===== config.mk =====
export PLATFORM = sky130hd
export DESIGN_NAME = wts_cell
export DESIGN_NICKNAME = d
export VERILOG_FILES = /design/src/design/wts_pkg.sv /design/src/design/wts_cell.sv
export SDC_FILE = /design/constraint.sdc
export NUM_CORES = 1
export LEC_CHECK = 0
export ABC_CLOCK_PERIOD_IN_PS = 3600
export BUFFER_PORTS_ARGS = -buffer_cell sky130_fd_sc_hd__buf_2
export CAP_MARGIN = 15
export CORE_ASPECT_RATIO = 0.6
export CORE_UTILIZATION = 44
export CTS_CLUSTER_DIAMETER = 200
export DETAILED_ROUTE_END_ITERATION = 12
export PLACE_DENSITY = 0.77
export REMOVE_ABC_BUFFERS = 1
export SYNTH_ARGS = -nofsm -noshare
export SYNTH_HDL_FRONTEND = slang
export SYNTH_SLANG_ARGS = --single-unit

===== constraint.sdc =====
create_clock -name clk_i -period 3.6 [get_ports clk_i]
set_clock_uncertainty 0.15 [all_clocks]
set_input_delay 0.36 -clock clk_i [delete_from_list [all_inputs] [get_ports clk_i]]
set_output_delay 0.36 -clock clk_i [all_outputs]
set_load 0.02 [all_outputs]

===== src/design/wts_pkg.sv =====
`timescale 1ns / 1ps
`default_nettype none
package wts_pkg;
  localparam int WTS_MAX_SAMPLES = 1024;
  localparam int WTS_SCORE_BITS  = 16;
  localparam int FACE_VALUE      = 16384;
  localparam int WEIGHT_W        = 16;
  localparam int CFG_IDX_W       = 2;
  localparam int SQ_W            = 42;
  localparam int COST_OUT_W      = 27;
  localparam int MSE_W           = 18;
  localparam int CPS_W           = 25;
  localparam logic [CFG_IDX_W-1:0] CFG_FP_WEIGHT = 2'd0;
  localparam logic [CFG_IDX_W-1:0] CFG_FN_WEIGHT = 2'd1;

  typedef enum logic [3:0] {
    S_LOAD, S_INIT, S_BEST, S_SWEEP, S_MSE_GO, S_MSE_WAIT,
    S_CPS_GO, S_CPS_WAIT, S_OUT
  } state_e;

  // Command shared by every cell of the sorting row.
  typedef struct packed {
    logic insert;
    logic shift;
  } cell_ctrl_t;
endpackage
`default_nettype wire


===== src/design/wts_cell.sv =====
`timescale 1ns / 1ps
`default_nettype none
module wts_cell import wts_pkg::*; #(
  parameter int SW  = WTS_SCORE_BITS,
  parameter int CW  = 11,
  parameter int IDX = 0
) (
  input  wire logic          clk_i,
  input  wire cell_ctrl_t    ctrl_i,
  input  wire logic [CW-1:0] occ_i,
  input  wire logic [SW:0]   key_i,
  input  wire logic [SW:0]   left_data_i,
  input  wire logic          left_keep_i,
  input  wire logic [SW:0]   right_data_i,
  output logic [SW:0]        data_o,
  output logic               keep_o
);
  logic [SW:0] data_q, data_d;
  logic        occupied;

  // Bit SW is the face flag, the rest is the score.
  assign occupied = 32'(IDX) < 32'(occ_i);
  assign keep_o = occupied &&
                  ($signed(data_q[SW-1:0]) <= $signed(key_i[SW-1:0]));
  assign data_o = data_q;

  always_comb begin
    data_d = data_q;
    if (ctrl_i.insert && !keep_o) begin
      data_d = left_keep_i ? key_i : left_data_i;
    end else if (ctrl_i.shift) begin
      data_d = right_data_i;
    end
  end

  always_ff @(posedge clk_i) begin
    data_q <= data_d;
  end
endmodule
`default_nettype wire


---- After elaboration in Yosys (flattened, before gate mapping) ----
Cells that the tools add are included.
word-level totals
  input port bits ......................... 66
  flip-flop bits (word level) ............. 17
  word-level logic and storage cells ...... 10
  output and inout bits ................... 18
cells by class
  reduce and logical (&&, ||, !) cells .... 4
  order comparisons ....................... 2
  muxes and demuxes ....................... 3
operators with widths
  cell                                                                  number
  17-bit 2-to-1 mux                                                     3
  16-bit less-or-equal comparator                                       1
  1-bit by 11-bit < comparator with 1-bit output, first input constant  1
  1-bit logical AND                                                     2
  2-bit nonzero test                                                    1
  1-bit logical NOT                                                     1

---- Longest topological paths before layout ----
  depth in word-level cells ............... 5
  depth in mapped cells ................... 9
  gate-level depth less buffers ........... 8

---- Worst setup path after synthesis ----
No wires, ideal clock.
  kind .................................... flip-flop to flip-flop
  from .................................... register data_q[1] (netlist: data_o[1])
  to ...................................... register data_q[0] (netlist: data_o[0]), enable pin
  arrival time ............................ 2.482 ns
  path slack .............................. 0.594 ns
  setup time .............................. 0.374 ns
  buffers on the path ..................... 1
  stages on the path, launching flop included .. 9
  required time ........................... 3.076 ns
  period minus slack after synthesis ...... 3.006 ns
  path through ............................ edfxtp_1 -> ha_1 -> nor2b_4 -> o211ai_1 -> a2111o_1 -> a211o_1 -> o211ai_4 -> buf_12 -> or2_1
between the ends
  cells in the longest elaborated chain, start to end .. 5
ends and longest elaborated chain
  what                             RTL line        RTL
  start: declaration               wts_cell.sv:18  logic [SW:0] data_q, data_d;
  start signal: assignment         wts_cell.sv:37  data_q <= data_d;
  16-bit less-or-equal comparator  wts_cell.sv:24  ($signed(data_q[SW-1:0]) <= $signed(key_i[SW-1:0]));
  1-bit logical AND                wts_cell.sv:23  assign keep_o = occupied &&
  1-bit logical NOT                wts_cell.sv:29  if (ctrl_i.insert && !keep_o) begin
  1-bit logical AND                wts_cell.sv:29
  2-bit nonzero test (no line)     --
No other way between the ends.
A chain may end at the register's enable or synchronous reset.

---- Worst setup path in the final report ----
  from .................................... register data_q[14] (netlist: data_o[14])
  to ...................................... output port keep_o
between the ends
  cells in the longest elaborated chain, start to end .. 2
ends and longest elaborated chain
  what                             RTL line        RTL
  16-bit less-or-equal comparator  wts_cell.sv:24
  1-bit logical AND                wts_cell.sv:23
  end: declaration                 wts_cell.sv:16  output logic keep_o
No other way between the ends.

==> flow_summary.ini <==
[floorplan]
start_util_pct = 48.5
ios = 84
die_y_um = 46.7
coreArea_um2 = 3020
dieArea_um2 = 3570
die_x_um = 76.5
num_rows = 15

[synthesis]
synth_cell_types = 25
ys_seq_elements = 17
yosysWarningCount = 0
ys_seq_area_share_pct = 34.8
syn-cell-area_um2 = 1470
synthCells = 123
synth_area_per_cell_um2 = 11.9

[final_layout]
area_growth_pct = 33.6
fin_cells = 250
final-seq-area_um2 = 510
fin_nets = 291
antennaDiodeCount = 0
layout_common_cells = buf_2, mux2_2, inv_1
layout_commonest_cell = buf_2
largest_register_ffs = 17
drive_gt1_share_pct = 60.1
fillers = 255
multi_input_area_um2 = 860

[route]
vias = 1283
drt-wirelength-per-cell_um = 14.4
drt_iter0_drc = 40
drt_wl_total_um = 3610
remaining_drc_errors = 0
drt-vias-per-instance = 5.13
antenna_left = 0
firstDrtPassIters = 5

[cts]
cts.sinks = 17
clkLatencyLatePin_ns = 0.25
path_clk_slew_ns = 0.07
post_cts_buffers = 0
cts_hold_buf = 0
ctsResizeCount = 0
clockBufferDepth = 2
numCtsBuffers = 3
htree_levels = 1
cts_root_buffer = clkbuf_8
cts_tree = yes

[global_routing]
grt_overflow = 0
grt_antenna_before_repair = 0
grt_max_degree = 18
groute.usage.overall_pct = 22.0
grt_pass1_vias = 1307
grt_pass1_wl_um = 5970

[worst_setup_path]
path_depth = 7
critPathSlowestCell = a2111o_1
path_max_fanout = 4
required_ns = 3.09
worstSetupPathType = flip-flop to output port
arrival_ns = 2.45
reg2reg_depth = 6
cp-start-kind = flip-flop
critPathTopFamily = compound AO/OA/AOI/OAI gates
crit_buf_inv = 1
worstSetupEndpointType = output port
crit_path_max_incr_delay_ns = 0.42
cp_cell_sequence = ha_1 -> nand4_1 -> a2111o_1 -> nand2_1 -> mux2_2 -> a21oi_1 -> buf_2

[hold_path]
whs_path_depth = 2
min_path_type = primary input to flip-flop

[sta]
grt_setup_unrepaired = false
worstMarginPinSlew_ns = 0.763
hold_slack_ns = 0.258
min_period_over_period_pct = 82.4
max_slew_margin_pct = 49.2
slew_violations = 0
hold_viol_final = 0
setup_tns_ns = 0
clock.fmax_ghz = 0.337
setup_viol = 0
layout_min_cycle_time_ns = 2.96

[power_and_ir_drop]
powerDensity_nw_per_um2 = 395
ir_worst_vdd_mv = 0.225
p_leak_nw = 0.982

[placed_design]
post-dp-hpwl_um = 2920
dp.cells = 246
place.gp.congestion = 0.837
port_buffers = 83

[outcome]
status = finished, final reports clean

[job]
drv_cap = 0
power by group:
part	switching (mW)	leakage (nW)	internal, mW	total (mW)
Clock	0.0671	0.0228	0.0786	0.146
Sequential	0.0182	0.171	0.267	0.286
Combinational	0.181	0.788	0.162	0.343
Total	0.266	0.982	0.508	0.774
final timing paths:
path | from | endpoint | slack (ns)
min | right_data_i[15] | data_o[15]$_DFFE_PP_ | 0.26
min reg2reg | data_o[15]$_DFFE_PP_ | data_o[7]$_DFFE_PP_ | 1.20
max reg2reg | data_o[14]$_DFFE_PP_ | data_o[7]$_DFFE_PP_ | 0.65
max | data_o[14]$_DFFE_PP_ | keep_o | 0.64
stage by stage:
stage,total power [mW],util [%],instance area (um2),setup WS (ns)
after floorplan,0.512,-,1440,0.598
after global placement,0.622,63.3,1910,0.705
after detailed placement,0.632,63.3,1910,0.567
after CTS,0.780,64.8,1960,0.632
after global routing,0.823,64.8,1960,0.511
final,0.774,64.8,1960,0.635
synthesized netlist by cell type:
| cell | number | area (um2) |
|---|---|---|
| a2111o_1 | 1 | 11.3 |
| a2111oi_0 | 1 | 8.76 |
| a211o_1 | 1 | 8.76 |
| a21o_1 | 2 | 15.0 |
| a21oi_1 | 6 | 30.0 |
| and4_1 | 1 | 8.76 |
| buf_12 | 1 | 20.0 |
| clkbuf_1 | 2 | 7.51 |
| edfxtp_1 | 17 | 510 |
| ha_1 | 16 | 200 |
| inv_1 | 18 | 67.6 |
| mux2_2 | 26 | 293 |
| mux2_4 | 9 | 135 |
| nand2_1 | 5 | 18.8 |
| nand3_1 | 1 | 5.00 |
| nand4_1 | 4 | 25.0 |
| nand4_2 | 1 | 12.5 |
| nor2_1 | 1 | 3.75 |
| nor2b_4 | 1 | 13.8 |
| nor4_1 | 4 | 25.0 |
| o211ai_1 | 1 | 7.51 |
| o211ai_4 | 1 | 21.3 |
| o21ai_0 | 1 | 5.00 |
| o21ai_1 | 1 | 5.00 |
| or2_1 | 1 | 6.26 |
area by class of cell:
class                   count  area share [%]
well taps                  42            2.68
repair buffers             84            21.6
flip-flops and latches     17            26.1
inverters                  18            3.45
clock buffers               4            2.30
multi-input cells          85            43.9
kinds of logic after synthesis:
| group | Yosys count | synth area share [%] |
|---|---|---|
| AO/OA/AOI/OAI | 15 | 7.69 |
| adder cells (fa/ha/maj) | 16 | 13.7 |
| buffers and inverters | 21 | 6.49 |
| flip-flops | 17 | 34.8 |
| multiplexers | 35 | 29.2 |
| AND/OR/NAND/NOR | 19 | 8.11 |
routing by layer:
metal	track usage (%)	routed length [um]
met5	0	0
met1	26.0	1640
met2	38.4	1610
met3	9.11	334
met4	5.77	23
worst register-to-register path: stages (launching register included):
cell	delay, ns
edfxtp_1	0.41
ha_1	0.35
nand4_1	0.19
a2111o_1	0.42
a211o_1	0.33
o211ai_4	0.08
or2_1	0.63
No activity file was read; power rests on OpenSTA's default activity.
