`src/design/wts_pkg.sv`:
```
`timescale 1ns / 1ps
`default_nettype none
package wts_pkg;
  localparam int WTS_MAX_SAMPLES = 1024;
  localparam int WTS_SCORE_BITS  = 16;
  localparam int FACE_VALUE      = 16384;
  localparam int WEIGHT_W        = 16;
  localparam int CFG_IDX_W       = 2;
  localparam int SQ_W            = 42;
  localparam int COST_OUT_W      = 27;
  localparam int MSE_W           = 18;
  localparam int CPS_W           = 25;
  localparam logic [CFG_IDX_W-1:0] CFG_FP_WEIGHT = 2'd0;
  localparam logic [CFG_IDX_W-1:0] CFG_FN_WEIGHT = 2'd1;

  typedef enum logic [3:0] {
    S_LOAD, S_INIT, S_BEST, S_SWEEP, S_MSE_GO, S_MSE_WAIT,
    S_CPS_GO, S_CPS_WAIT, S_OUT
  } state_e;

  // Command shared by every cell of the sorting row.
  typedef struct packed {
    logic insert;
    logic shift;
  } cell_ctrl_t;
endpackage
`default_nettype wire

```
`src/design/wts_div.sv`:
```
`timescale 1ns / 1ps
`default_nettype none
module wts_div import wts_pkg::*; #(
  parameter int DW = SQ_W,
  parameter int VW = 11
) (
  input  wire logic          clk_i,
  input  wire logic          rst_ni,
  input  wire logic          start_i,
  input  wire logic [DW-1:0] dividend_i,
  input  wire logic [VW-1:0] divisor_i,
  output logic               done_o,
  output logic [DW-1:0]      quot_o
);
  localparam int NW = $clog2(DW + 1);
  logic [DW-1:0] work_q, work_d;
  logic [VW-1:0] rem_q, rem_d, dvs_q;
  logic [NW-1:0] cnt_q, cnt_d;
  logic          run_q, run_d, done_q, done_d;
  logic [VW:0]   trial;

  assign trial  = {rem_q, work_q[DW-1]};
  assign quot_o = work_q;
  assign done_o = done_q;

  always_comb begin
    work_d = work_q;
    rem_d  = rem_q;
    cnt_d  = cnt_q;
    run_d  = run_q;
    done_d = 1'b0;
    if (start_i) begin
      work_d = dividend_i;
      rem_d  = '0;
      cnt_d  = '0;
      run_d  = 1'b1;
    end else if (run_q) begin
      if (trial >= {1'b0, dvs_q}) begin
        rem_d  = VW'(trial - {1'b0, dvs_q});
        work_d = {work_q[DW-2:0], 1'b1};
      end else begin
        rem_d  = trial[VW-1:0];
        work_d = {work_q[DW-2:0], 1'b0};
      end
      cnt_d = cnt_q + 1'b1;
      if (cnt_q == NW'(DW - 1)) begin
        run_d  = 1'b0;
        done_d = 1'b1;
      end
    end
  end

  always_ff @(posedge clk_i or negedge rst_ni) begin
    if (!rst_ni) begin
      run_q  <= 1'b0;
      done_q <= 1'b0;
      cnt_q  <= '0;
    end else begin
      run_q  <= run_d;
      done_q <= done_d;
      cnt_q  <= cnt_d;
    end
  end

  always_ff @(posedge clk_i) begin
    work_q <= work_d;
    rem_q  <= rem_d;
    if (start_i) dvs_q <= divisor_i;
  end
endmodule
`default_nettype wire

```
`config.mk`:
```
export PLATFORM = sky130hd
export DESIGN_NAME = wts_div
export DESIGN_NICKNAME = d
export VERILOG_FILES = /design/src/design/wts_pkg.sv /design/src/design/wts_div.sv
export SDC_FILE = /design/constraint.sdc
export NUM_CORES = 1
export LEC_CHECK = 0
export BUFFER_PORTS_ARGS = -buffer_cell sky130_fd_sc_hd__buf_2
export CORE_MARGIN = 2
export CORE_UTILIZATION = 47
export DETAILED_ROUTE_END_ITERATION = 6
export PLACE_DENSITY = 0.77
export SETUP_SLACK_MARGIN = 0.2
export SYNTH_ARGS = -nofsm -noshare
export SYNTH_HDL_FRONTEND = slang
export SYNTH_SLANG_ARGS = --single-unit
```
`constraint.sdc`:
```
create_clock -name clk_i -period 2.3 [get_ports clk_i]
set_input_delay 0.345 -clock clk_i [delete_from_list [all_inputs] [get_ports clk_i]]
set_output_delay 0.345 -clock clk_i [all_outputs]
set_load 0.02 [all_outputs]
```
# Yosys cells after proc, flatten, opt, wreduce, memory -nomap -nowiden
# Cells that the tools add are included.
[classes]
add_sub_neg = 2
n_lt_le_gt_ge = 1
n_eq_ne = 1
n_mux = 12
n_reduce_logical = 1
[op_table]
columns = ["cell", "count"]
rows = [
  ["$mux W42", 2],
  ["$ge A12 B11 Y1", 1],
  ["$mux W6", 2],
  ["$mux W11", 1],
  ["$sub A11 B11 Y11", 1],
  ["$mux W1", 7],
  ["$add A6 B1 Y6 const B", 1],
  ["$eq A6 B6 Y1 const B", 1],
  ["$reduce_bool A2 Y1", 1],
]
[word_totals]
ff_bits = 72
output_inout_bits = 43
word_cells = 23

# Depth between registers and ports, before layout
[depth]
depth_word = 4
mapped_depth = 10
ltp_nobuf = 9

# Worst setup path after synthesis
# Ideal clock, no wire load.
[synth_timing]
path_kind = "register to register"
startpoint = "register work_q[41] (netlist: quot_o[41])"
endpoint = "register rem_q[0]"
arrival_ns = 2.261
setup_slack_ns = -0.041
stages_incl_launch_ff = 10
path_buffers = 0
path_cell_list = "edfxtp_1 > inv_1 > ha_1 > fa_1 > nor2b_1 > o31a_1 > o21ai_2 > o21ai_4 > mux2_4 > a211oi_2"
[synth_via]
elab_chain_cells = 2
elab_cells_between_ends = 3
[synth_lines]
columns = ["element", "line", "text"]
rows = [
  ["start: declaration", "wts_div.sv:16", "logic [DW-1:0] work_q, work_d;"],
  ["start signal: assignment", "wts_div.sv:66", "work_q <= work_d;"],
  ["$sub A11 B11 Y11 / $ge A12 B11 Y1 (equally long branches)", "wts_div.sv:39, wts_div.sv:38", ""],
  ["$mux W11 (*)", "wts_div.sv:38", "if (trial >= {1'b0, dvs_q}) begin"],
  ["end signal: assignment", "wts_div.sv:67", "rem_q <= rem_d;"],
  ["end: declaration", "wts_div.sv:17", "logic [VW-1:0] rem_q, rem_d, dvs_q;"],
]
# Every way passes the cells marked *; elsewhere a longest branch is shown, timed or not.
# A chain may end at the register's enable or synchronous reset.

# Worst setup path after layout
[layout_timing]
startpoint = "register dvs_q[0]"
endpoint = "register rem_q[0]"
[layout_via]
elab_chain_cells = 2
elab_cells_between_ends = 3
[layout_lines]
columns = ["element", "line", "text"]
rows = [
  ["start: declaration", "wts_div.sv:17", ""],
  ["start signal: assignment", "wts_div.sv:68", "if (start_i) dvs_q <= divisor_i;"],
  ["$sub A11 B11 Y11 / $ge A12 B11 Y1 (equally long branches)", "wts_div.sv:39, wts_div.sv:38", ""],
  ["$mux W11 (*)", "wts_div.sv:38", ""],
]
# Marked as above.

==> impl_results.md <==
- Outcome: complete, but fails checks
- Failing checks: setup timing
- Worst Setup SP: dvs_q[0]
- IO Count: a little under 100
- Share of layout cells above drive strength 1: 47.6%
- Biggest area consumer among synthesized cells: edfxtp_1
- Core footprint: between 0.007 and 0.008 sq mm
- Minimum clock period: roughly 2.3 ns
- Synth cell types: 47
- Syn Area/Cell: between 10 and 15 sq um
- Max Cap Viol: 0
- Crit path DAT: around 2.6 ns
- WL per Instance: ~15 microns
- Clock Skew: between 0.01 and 0.015 ns
- DR vias/cell: 5.16
- CP Max Fanout: 7
- Critical Path Max Stage Delay: around 0.39 ns
- Fin. Hold Viols: 0
- Main area contributors after synthesis: edfxtp_1 (44%), mux2_2 (13%), dfxtp_1 (6.2%)
- Cts bufs inserted: 9
- Antenna cell count: 0
- Critical path class: flop to flop
- Max Transition Viols Final: 0
- CP dominant cell by count: o21ai_4
- Critical hold path startpoint: divisor_i[7]
- Largest net degree at the start of global routing: 43
- Final worst slack: -0.00179 ns
- Number of synthesized register bits: 72
- Drt first-iter violations: roughly 160
- Critical R2R Launch: dvs_q[0]
- Nets: 458
- Crit path launch type: flop
- Post-Syn Area: around 0.0036 sq mm
- Register area share after synthesis: 56.2%
- First-pass GRT wire length: between 10000 and 15000 microns
- Starting Density: 48.8%
- Non-filler cells, final: 492
- Final period utilization: 100%
- Die width: 91.3 microns
- Die Y-Extent: between 90 and 100 microns
- Remaining antenna violation count: 0
- Final Power: between 4 and 5 mW
- Crit path max-delay cell type: edfxtp_1
- Drc violations: 0
- Post-synth EDFFs: 53
- CP required: 2.56 ns
- Initial DRT Pass Iterations: 4
- Via Count: ~2500
- Vias in the first global route: roughly 2700
- Critical Path Sink Type: flop
- Crit path cell chain: ha_2, fa_2, nor2b_2, o31a_1, o21ai_4, o21ai_4, mux2_4, a211oi_2
- Die ar.: approximately 0.0083 sq mm
- PwrDens: 954 mW/mm^2
- Slew HR: about two thirds
- RSZ-0062 raised after global routing: yes
- Most frequent cells in the layout: buf_2 (98), edfxtp_1 (53), mux2_2 (42), nor2_1 (21), buf_4 (16)
- CTS clk-pin slew, worst paths: 0.08 ns
- Placed insts: between 400 and 500
- Ys async rst share: 11.1%
- Actual slew at the worst max-slew pin: about 0.53 ns
- # clock sinks: 72
- Area grow syn2layout: 27.1%
- CTS root buf: clkbuf_8
- Most common cell after layout, fill and taps aside: buf_2
- Syn Nets: between 300 and 400
- Final estimated routing congestion in global placement: 0.851
- Worst VDD drop: 0.671 mV
- Critical path's top delay family: compound AO/OA/AOI/OAI gates
- Number of port buffers: a little under 100
- Setup violators final: 1
- Clock Latency Late Sink: between 0.3 and 0.4 ns
- Overflow after GRT: 0
- Top_reg_cell synth: edfxtp_1
- Synth Instances: 272
- Max Root-Sink Buffers: 2
- Detailed-route wire length: 7460 microns
- Ys Warns: 0
- CTS tree: built
- Share of Yosys cell area claimed by the top area cell type: roughly 44%
- CP bufs+invs: 0
- Fmax: about 430 MHz
- Hpwl dp: around 5300 microns
- Leakage power figure: ~2.0 nW
- Global Route Usage Sum: a little under a fifth
- # rows: 31
- H-tree levels: 3
- Initial antenna violation count: 0
- Worst Hold Class: primary input to flop
layer usage:
layer  up-vias  part of all wire [%]  track usage [%]
met4         0                   1.3             5.56
met5         -                     0                0
met1      1219                    43             22.5
met2        71                    48             29.8
met3        10                   6.9             7.63
li1       1240                     -                -
report_power, final:
group          leakage (nW)  internal [mW]  switching, mW
clock                 0.103          0.617          0.504
combinational          1.10          0.728          0.764
sequential            0.748           1.60          0.132
flip-flops by register name (all words and copies together), names as in the netlist:
register,flops
quot_o,42
run_q,1
dvs_q,11
rem_q,11
done_o,1
cnt_q,6
cells in the mapped netlist (3+ instances only):
| cell | n |
|---|---|
| edfxtp_1 | 53 |
| mux2_2 | 42 |
| nor2_1 | 21 |
| inv_1 | 16 |
| ha_1 | 13 |
| dfxtp_1 | 11 |
| clkbuf_1 | 9 |
| nand2_1 | 9 |
| a211oi_1 | 8 |
| dfrtp_1 | 8 |
| o21ai_0 | 8 |
| a21oi_1 | 7 |
| xnor2_1 | 6 |
| mux2i_1 | 5 |
| nand2b_1 | 4 |
| nor3_1 | 4 |
| nand4_1 | 3 |
| nor4bb_1 | 3 |
| o211ai_1 | 3 |
| xor2_1 | 3 |
per-stage QoR:
| step | area [sq um] | utilization (%) | TNS [ns] | hold WS, ns | setup slack, ns |
|---|---|---|---|---|---|
| floorplan | 3590 | - | -0.00592 | 0.0494 | -0.00592 |
| global placement | 4250 | 58.0 | 0 | 0.200 | 0.0765 |
| detailed placement | 4250 | 58.0 | -0.103 | 0.198 | -0.0438 |
| CTS | 4520 | 61.6 | 0 | 0.158 | 0.0384 |
| global route | 4550 | 62.0 | -1.10 | 0.154 | -0.125 |
| finish | 4550 | 62.0 | -0.00179 | 0.174 | -0.00179 |
kinds of logic (layout without fill, tap and decap cells):
group / count (synthesis) / count (layout) / synth area share, %
and+or+nand+nor: 59 / 59 / 9.37
xor gates and xnor gates: 9 / 9 / 2.20
muxes: 48 / 48 / 15.0
adders and majority gates: 14 / 14 / 5.11
AOI/OAI and AO/OA: 42 / 42 / 8.78
buffers and inverters: 28 / 149 / 3.29
DFF: 72 / 72 / 56.2
path summary, 6_finish.rpt:
kind / endpoint / cells past startpoint / slack [ns]
setup reg to reg: rem_q[0] / 8 / -0.002
hold reg to reg: rem_q[4] / 2 / 0.51
min in group asynchronous: cnt_q[0] / 2 / 0.37
max in group asynchronous: cnt_q[3] / 2 / 1.75
setup / recovery: rem_q[0] / 8 / -0.002
hold / removal: dvs_q[7] / 1 / 0.17
final cells by class:
cell class | instances | area [sq um]
inverters | 16 | 63.8
well taps | 99 | 124
multi-input cells | 172 | 1490
clock inverters | 6 | 92.6
fillers | 583 | 2780
flip-flops and latches | 72 | 2010
repair buffers | 117 | 643
clock buffers | 10 | 128
timing repair:
action / in CTS / in global routing
hold endpoints to repair: 8 / 0
hold buffers: 1 / 0
setup endpoints to repair: 12 / 12
gates resized for setup: 2 / 4
pin swaps: 4 / 5
buffers inserted: 3 / 2
No activity file was read; power rests on OpenSTA's default activity.
